### src/plm_pkg.sv
// Package for the piecewise linear modulus evaluator.
// Holds the shared widths, constants, register codes and pipeline payload types.
// No dependencies.
`default_nettype none

package plm_pkg;

  // Field widths.
  localparam int unsigned TEMP_W    = 17;
  localparam int unsigned MOD_W     = 16;
  localparam int unsigned KELVIN_W  = 16;
  localparam int unsigned IDX_W     = 20;
  localparam int unsigned SPAN_W    = 17;
  localparam int unsigned PERTURB_W = 11;
  localparam int unsigned SCALED_W  = MOD_W + PERTURB_W;
  localparam int unsigned DIV_STEPS = MOD_W;

  // APB register port.
  localparam int unsigned PADDR_W = 5;
  localparam int unsigned PDATA_W = 32;

  // Offset from kelvin to Celsius, 273.125 K in Q4.
  localparam logic signed [TEMP_W-1:0] KELVIN_OFFSET_Q4 = 17'sd4370;

  // Perturbation factor in Q8.
  localparam logic [PERTURB_W-1:0] PERTURB_Q8 = 11'd256;

  typedef logic signed [TEMP_W-1:0] temp_t;
  typedef logic [MOD_W-1:0]         mod_t;
  typedef logic [IDX_W-1:0]         idx_t;
  typedef logic [SPAN_W-1:0]        span_t;

  // Reset values of the configuration registers.
  localparam temp_t BREAK_ONE_RST   = 17'sd400;
  localparam temp_t BREAK_TWO_RST   = 17'sd15040;
  localparam temp_t BREAK_THREE_RST = 17'sd19440;
  localparam temp_t BREAK_FOUR_RST  = 17'sd25600;
  localparam mod_t  MOD_ONE_RST     = 16'd6848;
  localparam mod_t  MOD_TWO_RST     = 16'd6000;
  localparam mod_t  MOD_THREE_RST   = 16'd5440;
  localparam mod_t  MOD_FOUR_RST    = 16'd3168;

  // Register indexes, at byte address four times the index.
  typedef enum logic [2:0] {
    REG_BREAK_ONE   = 3'd0,
    REG_BREAK_TWO   = 3'd1,
    REG_BREAK_THREE = 3'd2,
    REG_BREAK_FOUR  = 3'd3,
    REG_MOD_ONE     = 3'd4,
    REG_MOD_TWO     = 3'd5,
    REG_MOD_THREE   = 3'd6,
    REG_MOD_FOUR    = 3'd7
  } reg_idx_e;

  // Curve configuration handed from the register file to the datapath.
  typedef struct packed {
    temp_t break_one;
    temp_t break_two;
    temp_t break_three;
    temp_t break_four;
    mod_t  mod_one;
    mod_t  mod_two;
    mod_t  mod_three;
    mod_t  mod_four;
  } cfg_t;

  // Payload of one divider stage. The upper numerator bits still to be
  // consumed sit at the top of nq; quotient bits shift in at the bottom.
  typedef struct packed {
    span_t rem;
    mod_t  nq;
    span_t den;
    logic  neg;
    mod_t  base;
    idx_t  idx;
  } div_data_t;

endpackage

`default_nettype wire

### src/plm_regs.sv
// APB register file for the curve breakpoints and moduli.
// Depends on plm_pkg.
`default_nettype none

module plm_regs
  import plm_pkg::*;
(
  input  wire logic               clk_i,
  input  wire logic               rst_ni,
  input  wire logic               psel,
  input  wire logic               penable,
  input  wire logic               pwrite,
  input  wire logic [PADDR_W-1:0] paddr,
  input  wire logic [PDATA_W-1:0] pwdata,
  output logic      [PDATA_W-1:0] prdata,
  output logic                    pready,
  output cfg_t                    cfg_o
);

  temp_t break_one_q, break_two_q, break_three_q, break_four_q;
  mod_t  mod_one_q, mod_two_q, mod_three_q, mod_four_q;
  reg_idx_e reg_idx;
  logic     wr_en;

  // Word addressing; the byte offset within a word is ignored.
  assign reg_idx = reg_idx_e'(paddr[PADDR_W-1:2]);
  assign wr_en   = psel && penable && pwrite && pready;
  assign pready  = 1'b1;

  // Register writes complete in the access phase.
  always_ff @(posedge clk_i or negedge rst_ni) begin
    if (!rst_ni) begin
      break_one_q   <= BREAK_ONE_RST;
      break_two_q   <= BREAK_TWO_RST;
      break_three_q <= BREAK_THREE_RST;
      break_four_q  <= BREAK_FOUR_RST;
      mod_one_q     <= MOD_ONE_RST;
      mod_two_q     <= MOD_TWO_RST;
      mod_three_q   <= MOD_THREE_RST;
      mod_four_q    <= MOD_FOUR_RST;
    end else if (wr_en) begin
      unique case (reg_idx)
        REG_BREAK_ONE:   break_one_q   <= temp_t'(pwdata[TEMP_W-1:0]);
        REG_BREAK_TWO:   break_two_q   <= temp_t'(pwdata[TEMP_W-1:0]);
        REG_BREAK_THREE: break_three_q <= temp_t'(pwdata[TEMP_W-1:0]);
        REG_BREAK_FOUR:  break_four_q  <= temp_t'(pwdata[TEMP_W-1:0]);
        REG_MOD_ONE:     mod_one_q     <= pwdata[MOD_W-1:0];
        REG_MOD_TWO:     mod_two_q     <= pwdata[MOD_W-1:0];
        REG_MOD_THREE:   mod_three_q   <= pwdata[MOD_W-1:0];
        REG_MOD_FOUR:    mod_four_q    <= pwdata[MOD_W-1:0];
        default:         break_one_q   <= break_one_q;
      endcase
    end
  end

  // Read data, zero extended to the bus width.
  always_comb begin
    unique case (reg_idx)
      REG_BREAK_ONE:   prdata = PDATA_W'(unsigned'(break_one_q));
      REG_BREAK_TWO:   prdata = PDATA_W'(unsigned'(break_two_q));
      REG_BREAK_THREE: prdata = PDATA_W'(unsigned'(break_three_q));
      REG_BREAK_FOUR:  prdata = PDATA_W'(unsigned'(break_four_q));
      REG_MOD_ONE:     prdata = PDATA_W'(mod_one_q);
      REG_MOD_TWO:     prdata = PDATA_W'(mod_two_q);
      REG_MOD_THREE:   prdata = PDATA_W'(mod_three_q);
      REG_MOD_FOUR:    prdata = PDATA_W'(mod_four_q);
      default:         prdata = '0;
    endcase
  end

  always_comb begin
    cfg_o.break_one   = break_one_q;
    cfg_o.break_two   = break_two_q;
    cfg_o.break_three = break_three_q;
    cfg_o.break_four  = break_four_q;
    cfg_o.mod_one     = mod_one_q;
    cfg_o.mod_two     = mod_two_q;
    cfg_o.mod_three   = mod_three_q;
    cfg_o.mod_four    = mod_four_q;
  end

endmodule

`default_nettype wire

### src/plm_front.sv
// Front end of the evaluator: Celsius conversion, segment selection,
// span computation and the numerator product, over three register stages.
// Depends on plm_pkg.
`default_nettype none

module plm_front
  import plm_pkg::*;
(
  input  wire logic                clk_i,
  input  wire logic                rst_ni,
  input  wire cfg_t                cfg_i,
  input  wire logic                in_valid_i,
  output logic                     in_ready_o,
  input  wire logic [KELVIN_W-1:0] temp_kelvin_i,
  input  wire idx_t                cell_index_i,
  output logic                     out_valid_o,
  input  wire logic                out_ready_i,
  output div_data_t                out_data_o
);

  // Stage A: selected segment.
  logic  a_valid_q, a_clamp_q;
  temp_t a_t_q, a_t0_q, a_t1_q;
  mod_t  a_e0_q, a_e1_q;
  idx_t  a_idx_q;

  // Stage B: spans and modulus step.
  logic  b_valid_q, b_neg_q;
  span_t b_dt_q, b_den_q;
  mod_t  b_mag_q, b_base_q;
  idx_t  b_idx_q;

  // Stage C: numerator product ready for the divider.
  logic      c_valid_q;
  div_data_t c_data_q;

  logic a_ready, b_ready, c_ready;

  // Each stage moves on when it is empty or its successor moves on.
  assign c_ready    = !c_valid_q || out_ready_i;
  assign b_ready    = !b_valid_q || c_ready;
  assign a_ready    = !a_valid_q || b_ready;
  assign in_ready_o = a_ready;

  // Temperature in Celsius Q4 and the segment it falls into.
  temp_t t_c, sel_t0, sel_t1;
  mod_t  sel_e0, sel_e1;
  logic  sel_clamp;

  assign t_c = temp_t'({1'b0, temp_kelvin_i}) - KELVIN_OFFSET_Q4;

  always_comb begin
    sel_clamp = 1'b0;
    sel_t0    = cfg_i.break_one;
    sel_t1    = cfg_i.break_two;
    sel_e0    = cfg_i.mod_one;
    sel_e1    = cfg_i.mod_two;
    if (t_c <= cfg_i.break_one) begin
      sel_clamp = 1'b1;
    end else if (t_c <= cfg_i.break_two) begin
      sel_t0 = cfg_i.break_one;
    end else if (t_c <= cfg_i.break_three) begin
      sel_t0 = cfg_i.break_two;
      sel_t1 = cfg_i.break_three;
      sel_e0 = cfg_i.mod_two;
      sel_e1 = cfg_i.mod_three;
    end else if (t_c <= cfg_i.break_four) begin
      sel_t0 = cfg_i.break_three;
      sel_t1 = cfg_i.break_four;
      sel_e0 = cfg_i.mod_three;
      sel_e1 = cfg_i.mod_four;
    end else begin
      sel_clamp = 1'b1;
      sel_e0    = cfg_i.mod_four;
    end
  end

  // Stage B arithmetic. Within a chosen segment t0 < t <= t1, so both spans
  // are positive and fit the unsigned span width.
  logic [SPAN_W:0]   dt_w, den_w;
  logic [MOD_W:0]    de_w, de_abs;

  assign dt_w   = {a_t_q[TEMP_W-1], a_t_q} - {a_t0_q[TEMP_W-1], a_t0_q};
  assign den_w  = {a_t1_q[TEMP_W-1], a_t1_q} - {a_t0_q[TEMP_W-1], a_t0_q};
  assign de_w   = {1'b0, a_e1_q} - {1'b0, a_e0_q};
  assign de_abs = de_w[MOD_W] ? (~de_w + (MOD_W+1)'(1)) : de_w;

  // Stage C product: magnitude of the step times the offset into the segment.
  logic [MOD_W+SPAN_W-1:0] prod_w;

  assign prod_w = (MOD_W+SPAN_W)'(b_mag_q) * (MOD_W+SPAN_W)'(b_dt_q);

  // Control of the three stages.
  always_ff @(posedge clk_i or negedge rst_ni) begin
    if (!rst_ni) begin
      a_valid_q <= 1'b0;
      b_valid_q <= 1'b0;
      c_valid_q <= 1'b0;
    end else begin
      if (a_ready) begin
        a_valid_q <= in_valid_i;
      end
      if (b_ready) begin
        b_valid_q <= a_valid_q;
      end
      if (c_ready) begin
        c_valid_q <= b_valid_q;
      end
    end
  end

  // Payload of the three stages.
  always_ff @(posedge clk_i) begin
    if (a_ready && in_valid_i) begin
      a_clamp_q <= sel_clamp;
      a_t_q     <= t_c;
      a_t0_q    <= sel_t0;
      a_t1_q    <= sel_t1;
      a_e0_q    <= sel_e0;
      a_e1_q    <= sel_e1;
      a_idx_q   <= cell_index_i;
    end
    if (b_ready && a_valid_q) begin
      // A clamped item takes the base modulus with a zero step.
      if (a_clamp_q) begin
        b_dt_q  <= '0;
        b_den_q <= span_t'(1);
        b_mag_q <= '0;
        b_neg_q <= 1'b0;
      end else begin
        b_dt_q  <= dt_w[SPAN_W-1:0];
        b_den_q <= den_w[SPAN_W-1:0];
        b_mag_q <= de_abs[MOD_W-1:0];
        b_neg_q <= de_w[MOD_W];
      end
      b_base_q <= a_e0_q;
      b_idx_q  <= a_idx_q;
    end
    if (c_ready && b_valid_q) begin
      // The product is below den * 2^16, so its upper bits are below den.
      c_data_q.rem  <= prod_w[MOD_W+SPAN_W-1:MOD_W];
      c_data_q.nq   <= prod_w[MOD_W-1:0];
      c_data_q.den  <= b_den_q;
      c_data_q.neg  <= b_neg_q;
      c_data_q.base <= b_base_q;
      c_data_q.idx  <= b_idx_q;
    end
  end

  assign out_valid_o = c_valid_q;
  assign out_data_o  = c_data_q;

endmodule

`default_nettype wire

### src/plm_div_stage.sv
// One restoring division step: produces one quotient bit per register stage.
// Depends on plm_pkg.
`default_nettype none

module plm_div_stage
  import plm_pkg::*;
(
  input  wire logic      clk_i,
  input  wire logic      rst_ni,
  input  wire logic      in_valid_i,
  output logic           in_ready_o,
  input  wire div_data_t in_data_i,
  output logic           out_valid_o,
  input  wire logic      out_ready_i,
  output div_data_t      out_data_o
);

  logic      valid_q;
  div_data_t data_q;
  div_data_t data_d;
  logic [SPAN_W:0] trial, diff;
  logic            fits;

  assign in_ready_o = !valid_q || out_ready_i;

  // Bring down the next numerator bit and subtract the divisor if it fits.
  assign trial = {in_data_i.rem, in_data_i.nq[MOD_W-1]};
  assign diff  = trial - {1'b0, in_data_i.den};
  assign fits  = trial >= {1'b0, in_data_i.den};

  always_comb begin
    data_d     = in_data_i;
    data_d.rem = fits ? diff[SPAN_W-1:0] : trial[SPAN_W-1:0];
    data_d.nq  = {in_data_i.nq[MOD_W-2:0], fits};
  end

  always_ff @(posedge clk_i or negedge rst_ni) begin
    if (!rst_ni) begin
      valid_q <= 1'b0;
    end else if (in_ready_o) begin
      valid_q <= in_valid_i;
    end
  end

  always_ff @(posedge clk_i) begin
    if (in_ready_o && in_valid_i) begin
      data_q <= data_d;
    end
  end

  assign out_valid_o = valid_q;
  assign out_data_o  = data_q;

endmodule

`default_nettype wire

### src/plm_finish.sv
// Output stage: applies the signed quotient to the base modulus, scales by
// the perturbation factor, saturates and holds the result for the consumer.
// Depends on plm_pkg.
`default_nettype none

module plm_finish
  import plm_pkg::*;
(
  input  wire logic      clk_i,
  input  wire logic      rst_ni,
  input  wire logic      in_valid_i,
  output logic           in_ready_o,
  input  wire div_data_t in_data_i,
  output logic           out_valid_o,
  input  wire logic      out_ready_i,
  output mod_t           modulus_o,
  output idx_t           cell_index_out_o
);

  logic valid_q;
  mod_t modulus_q;
  idx_t idx_q;

  logic [MOD_W+1:0]    base_x, quot_x, nom_w;
  mod_t                nom_c;
  logic [SCALED_W-1:0] scaled_w;
  logic [SCALED_W-9:0] shifted_w;
  mod_t                modulus_d;

  assign in_ready_o = !valid_q || out_ready_i;

  // Nominal value, kept within the modulus range.
  assign base_x = (MOD_W+2)'(in_data_i.base);
  assign quot_x = (MOD_W+2)'(in_data_i.nq);
  assign nom_w  = in_data_i.neg ? (base_x - quot_x) : (base_x + quot_x);

  always_comb begin
    if (nom_w[MOD_W+1]) begin
      nom_c = '0;
    end else if (nom_w[MOD_W]) begin
      nom_c = '1;
    end else begin
      nom_c = nom_w[MOD_W-1:0];
    end
  end

  // Perturbation in Q8, truncated, then saturated.
  assign scaled_w  = SCALED_W'(nom_c) * SCALED_W'(PERTURB_Q8);
  assign shifted_w = scaled_w[SCALED_W-1:8];
  assign modulus_d = (|shifted_w[SCALED_W-9:MOD_W]) ? '1 : shifted_w[MOD_W-1:0];

  always_ff @(posedge clk_i or negedge rst_ni) begin
    if (!rst_ni) begin
      valid_q <= 1'b0;
    end else if (in_ready_o) begin
      valid_q <= in_valid_i;
    end
  end

  always_ff @(posedge clk_i) begin
    if (in_ready_o && in_valid_i) begin
      modulus_q <= modulus_d;
      idx_q     <= in_data_i.idx;
    end
  end

  assign out_valid_o      = valid_q;
  assign modulus_o        = modulus_q;
  assign cell_index_out_o = idx_q;

endmodule

`default_nettype wire

### src/piecewise_linear_modulus.sv
// Piecewise linear modulus evaluator, top level.
// Pipeline: three front stages, one divider stage per quotient bit for 16 bits,
// and one output stage.
// Throughput: one request per cycle while out_ready_i is held high; every stage is an elastic register.
// Reset: asynchronous, active low; empties the pipeline and loads the default curve.
// Depends on plm_pkg, plm_regs, plm_front, plm_div_stage and plm_finish.
`default_nettype none

module piecewise_linear_modulus
  import plm_pkg::*;
(
  input  wire logic                clk_i,
  input  wire logic                rst_ni,
  input  wire logic                psel,
  input  wire logic                penable,
  input  wire logic                pwrite,
  input  wire logic [PADDR_W-1:0]  paddr,
  input  wire logic [PDATA_W-1:0]  pwdata,
  output logic      [PDATA_W-1:0]  prdata,
  output logic                     pready,
  input  wire logic                in_valid_i,
  output logic                     in_ready_o,
  input  wire logic [KELVIN_W-1:0] temp_kelvin_i,
  input  wire logic [IDX_W-1:0]    cell_index_i,
  output logic                     out_valid_o,
  input  wire logic                out_ready_i,
  output logic [MOD_W-1:0]         modulus_o,
  output logic [IDX_W-1:0]         cell_index_out_o
);

  cfg_t      cfg;
  logic      div_valid [DIV_STEPS+1];
  logic      div_ready [DIV_STEPS+1];
  div_data_t div_data  [DIV_STEPS+1];

  // Configuration registers.
  plm_regs u_regs (
    .clk_i   (clk_i),
    .rst_ni  (rst_ni),
    .psel    (psel),
    .penable (penable),
    .pwrite  (pwrite),
    .paddr   (paddr),
    .pwdata  (pwdata),
    .prdata  (prdata),
    .pready  (pready),
    .cfg_o   (cfg)
  );

  // Segment selection and numerator product.
  plm_front u_front (
    .clk_i         (clk_i),
    .rst_ni        (rst_ni),
    .cfg_i         (cfg),
    .in_valid_i    (in_valid_i),
    .in_ready_o    (in_ready_o),
    .temp_kelvin_i (temp_kelvin_i),
    .cell_index_i  (cell_index_i),
    .out_valid_o   (div_valid[0]),
    .out_ready_i   (div_ready[0]),
    .out_data_o    (div_data[0])
  );

  // Pipelined divider, one quotient bit per stage.
  for (genvar s = 0; s < DIV_STEPS; s++) begin : g_div
    plm_div_stage u_stage (
      .clk_i       (clk_i),
      .rst_ni      (rst_ni),
      .in_valid_i  (div_valid[s]),
      .in_ready_o  (div_ready[s]),
      .in_data_i   (div_data[s]),
      .out_valid_o (div_valid[s+1]),
      .out_ready_i (div_ready[s+1]),
      .out_data_o  (div_data[s+1])
    );
  end

  // Final correction, scaling and output register.
  plm_finish u_finish (
    .clk_i            (clk_i),
    .rst_ni           (rst_ni),
    .in_valid_i       (div_valid[DIV_STEPS]),
    .in_ready_o       (div_ready[DIV_STEPS]),
    .in_data_i        (div_data[DIV_STEPS]),
    .out_valid_o      (out_valid_o),
    .out_ready_i      (out_ready_i),
    .modulus_o        (modulus_o),
    .cell_index_out_o (cell_index_out_o)
  );

endmodule

`default_nettype wire

### config.mk
export PLATFORM = sky130hd
export DESIGN_NAME = piecewise_linear_modulus
export DESIGN_NICKNAME = d
export VERILOG_FILES = /design/src/plm_pkg.sv /design/src/plm_regs.sv /design/src/plm_front.sv /design/src/plm_div_stage.sv /design/src/plm_finish.sv /design/src/piecewise_linear_modulus.sv
export SDC_FILE = /design/constraint.sdc
export NUM_CORES = 2
export LEC_CHECK = 0
export ABC_AREA = 1
export BUFFER_PORTS_ARGS = -buffer_cell sky130_fd_sc_hd__buf_2
export CAP_MARGIN = 20
export CELL_PAD_IN_SITES_DETAIL_PLACEMENT = 1
export CELL_PAD_IN_SITES_GLOBAL_PLACEMENT = 2
export CORE_UTILIZATION = 42
export CTS_CLUSTER_DIAMETER = 30
export DETAILED_ROUTE_END_ITERATION = 8
export PLACE_DENSITY = 0.83
export RECOVER_POWER = 50
export SYNTH_ARGS = -nofsm -noshare
export SYNTH_HDL_FRONTEND = slang
export SYNTH_HIERARCHICAL = 1
export SYNTH_SLANG_ARGS = --single-unit
### constraint.sdc
create_clock -name clk_i -period 8.5 [get_ports clk_i]
set_clock_uncertainty 0.1 [all_clocks]
set_input_delay 0 -clock clk_i [delete_from_list [all_inputs] [get_ports clk_i]]
set_output_delay 0 -clock clk_i [all_outputs]
set_load 0.01 [all_outputs]
==> summary.md <==
| Metric | Value |
|---|---|
| Number of top-level pins | `151` |
| Row count | `178` |
| Required time of the critical path | `9.21 ns` |
| Leading cell types in the layout, fill and taps excluded | `nand2_1 (3,126), inv_1 (1,867), edfxtp_1 (1,672)` |
| Antenna-violating nets left | `0` |
| M2 GR Usage | `0.4317` |
| I/O Buffers | `117` |
| Worst skew pair latency | `1.00 ns` |
| Starting Density | `0.4240` |
| CTS Buffer Depth | `4` |
| CTS Buf Count | `377` |
| Met1 GRT Util | `0.3058` |
| Hold WC Path Type | `in2reg` |
| Number of max-cap violations | `20` |
| Die width | `490.0 µm` |
| Residual DRC count | `0` |
| Layout cell share with drive strength beyond 1 | `0.1096` |
| Final setup viols | `0` |
| Commonest non-fill, non-tap cell in the layout | `nand2_1` |
| DRT Wirelength | `294,600 µm` |
| Unrepaired setup endpoints after global routing | `false` |
| Avg Inst Size Synth | `9.635 µm²` |
| Setup TNS | `0 ns` |
| F_max | `146.1 MHz` |
| Warning count from the yosys run | `6` |
| H-tree depth | `5` |
| Met3 usage | `0.03006` |
| GRT Overall Usage | `0.2451` |
| CTS sink cnt | `1,824` |
| Core area | `0.2359 mm²` |
| Initial antenna violation count | `5` |
| Root Driver | `clkbuf_16` |
| Final #Nets | `11,668` |
| Clk slew on worst S/H paths | `0.05 ns` |
| WL per Instance | `20.62 µm` |
| Die Y | `490.0 µm` |
| Cell count after synthesis | `10,380` |
| CTS tree | `built` |
| Failing checks | `capacitance limit, slew limit` |
| Worst hold slack | `0.09008 ns` |
| Die area | `0.2401 mm²` |
| Final Util | `0.4984` |
| Endpoint class of the critical path | `flop` |
| Post-CTS Setup Inserts | `0` |
| 1st-pass router iterations | `6` |
| Fin crit share | `0.8055` |
| Crit Path Class | `in2reg` |
| Final Worst Setup Slack | `1.653 ns` |
| Crit start category | `input port` |
| Worst-Margin Slew | `4.562 ns` |
| Initial DRC Count | `4,185` |
| Largest net degree at the start of global routing | `74` |
| Remaining Overflow, GRT | `0` |
| Pre-CTS setup slack | `1.987 ns` |
| WP data arrival | `7.55 ns` |
| Gp weighted congestion | `0.8664` |
| First-pass GRT wire length | `457,700 µm` |
| CP max FO | `35` |
| Final Hold Vio Count | `0` |
| Vias in the first global route | `78,947` |
| Via count | `72,584` |
| Post-DP HPWL | `210,300 µm` |
| Slew Limit Fails | `664` |
| Min cycle time layout | `6.847 ns` |
| GRT busiest layer | `met2` |
| DR vias/cell | `5.080` |
| Worst slew margin | `-2.042` |
| Area Overhead vs Synth | `17.54%` |
| Mapped cell area | `0.1000 mm²` |
| Status | `finished with violations` |
sequential cells by signal (all words and copies together), names as in the netlist, 17 cells and up:
signal,cells
u_front/b_dt_q,17
u_front/a_t0_q,17
u_finish/cell_index_out_o,20
u_regs/break_two_q,17
u_front/a_idx_q,20
u_front/b_idx_q,20
u_front/b_den_q,17
u_regs/break_four_q,17
u_regs/break_one_q,17
u_regs/break_three_q,17
u_front/out_data_o,87
g_div.u_stage/out_data_o,1358
u_front/a_t_q,17
u_front/a_t1_q,17
routing by layer:
layer / part of all wire / up-vias / wire length [µm]
met1: 0.43 / 36035 / 125300
met4: 0.035 / 0 / 10210
met2: 0.50 / 1603 / 148400
met3: 0.036 / 559 / 10740
li1: - / 34387 / -
met5: 0 / - / 0
metrics by stage:
stage	instances	instance area, µm²
CTS	14282	118000
global placement	13450	103500
detailed placement	13450	103500
floorplan	10394	100100
finish	14287	117500
global route	14286	117500
what timing repair did:
action / 4_1_cts / 5_1_grt
resized for setup: 0 / 0
hold buffers: 152 / 0
hold endpoints to repair: 410 / 0
final timing paths:
path                       slack [ns]                       to  depth (start not counted)                from
max                              1.65       u_front/a_t1_q[11]                         27    temp_kelvin_i[1]
min                              0.09        u_front/a_t_q[14]                          4   temp_kelvin_i[14]
max reg2reg                      2.06   u_front/out_data_o[83]                         21  u_front/b_mag_q[1]
min reg2reg                      0.26   u_front/out_data_o[41]                          0  u_front/b_den_q[4]
max in group asynchronous        2.49      u_regs/mod_two_q[3]                          4              rst_ni
min in group asynchronous        1.27  u_regs/break_three_q[6]                          3              rst_ni
area by class of cell:
| cell class | count | area (µm²) |
|---|---|---|
| Clock inverter | 264 | 3182 |
| Timing Repair Buffer | 310 | 2307 |
| Tap cell | 3150 | 3941 |
| Sequential cell | 1824 | 54060 |
| Fill cell | 26287 | 118300 |
| Multi-Input combinational cell | 6387 | 37050 |
| Clock buffer | 416 | 9734 |
| Inverter | 1932 | 7258 |
| Antenna cell | 4 | 10.01 |
critical path: stages:
cell and delay [ns]:
dlygate4sd3_1 0.53, buf_2 0.12, dlygate4sd3_1 0.54, inv_1 0.35, nand2_1 0.15, nand2_1 0.09
dlygate4sd3_1 0.62, nand4_1 0.16, nand2_1 0.13, nand4_1 0.17, dlygate4sd3_1 0.63, nand2_1 0.06
nand2_1 0.08, nor3_1 0.69, ha_1 0.44, a21oi_1 0.16, o21ai_0 0.15, a31oi_1 0.17
nand3_1 0.10, nand2_1 0.08, nand2_1 0.13, nand2_4 0.33, inv_2 0.31, nand2_2 0.48
buf_4 0.52, nand2_1 0.09, nand2_1 0.21
Power is not shown: default switching activity piles up to over one toggle a cycle in this logic, so the estimate is an artifact.
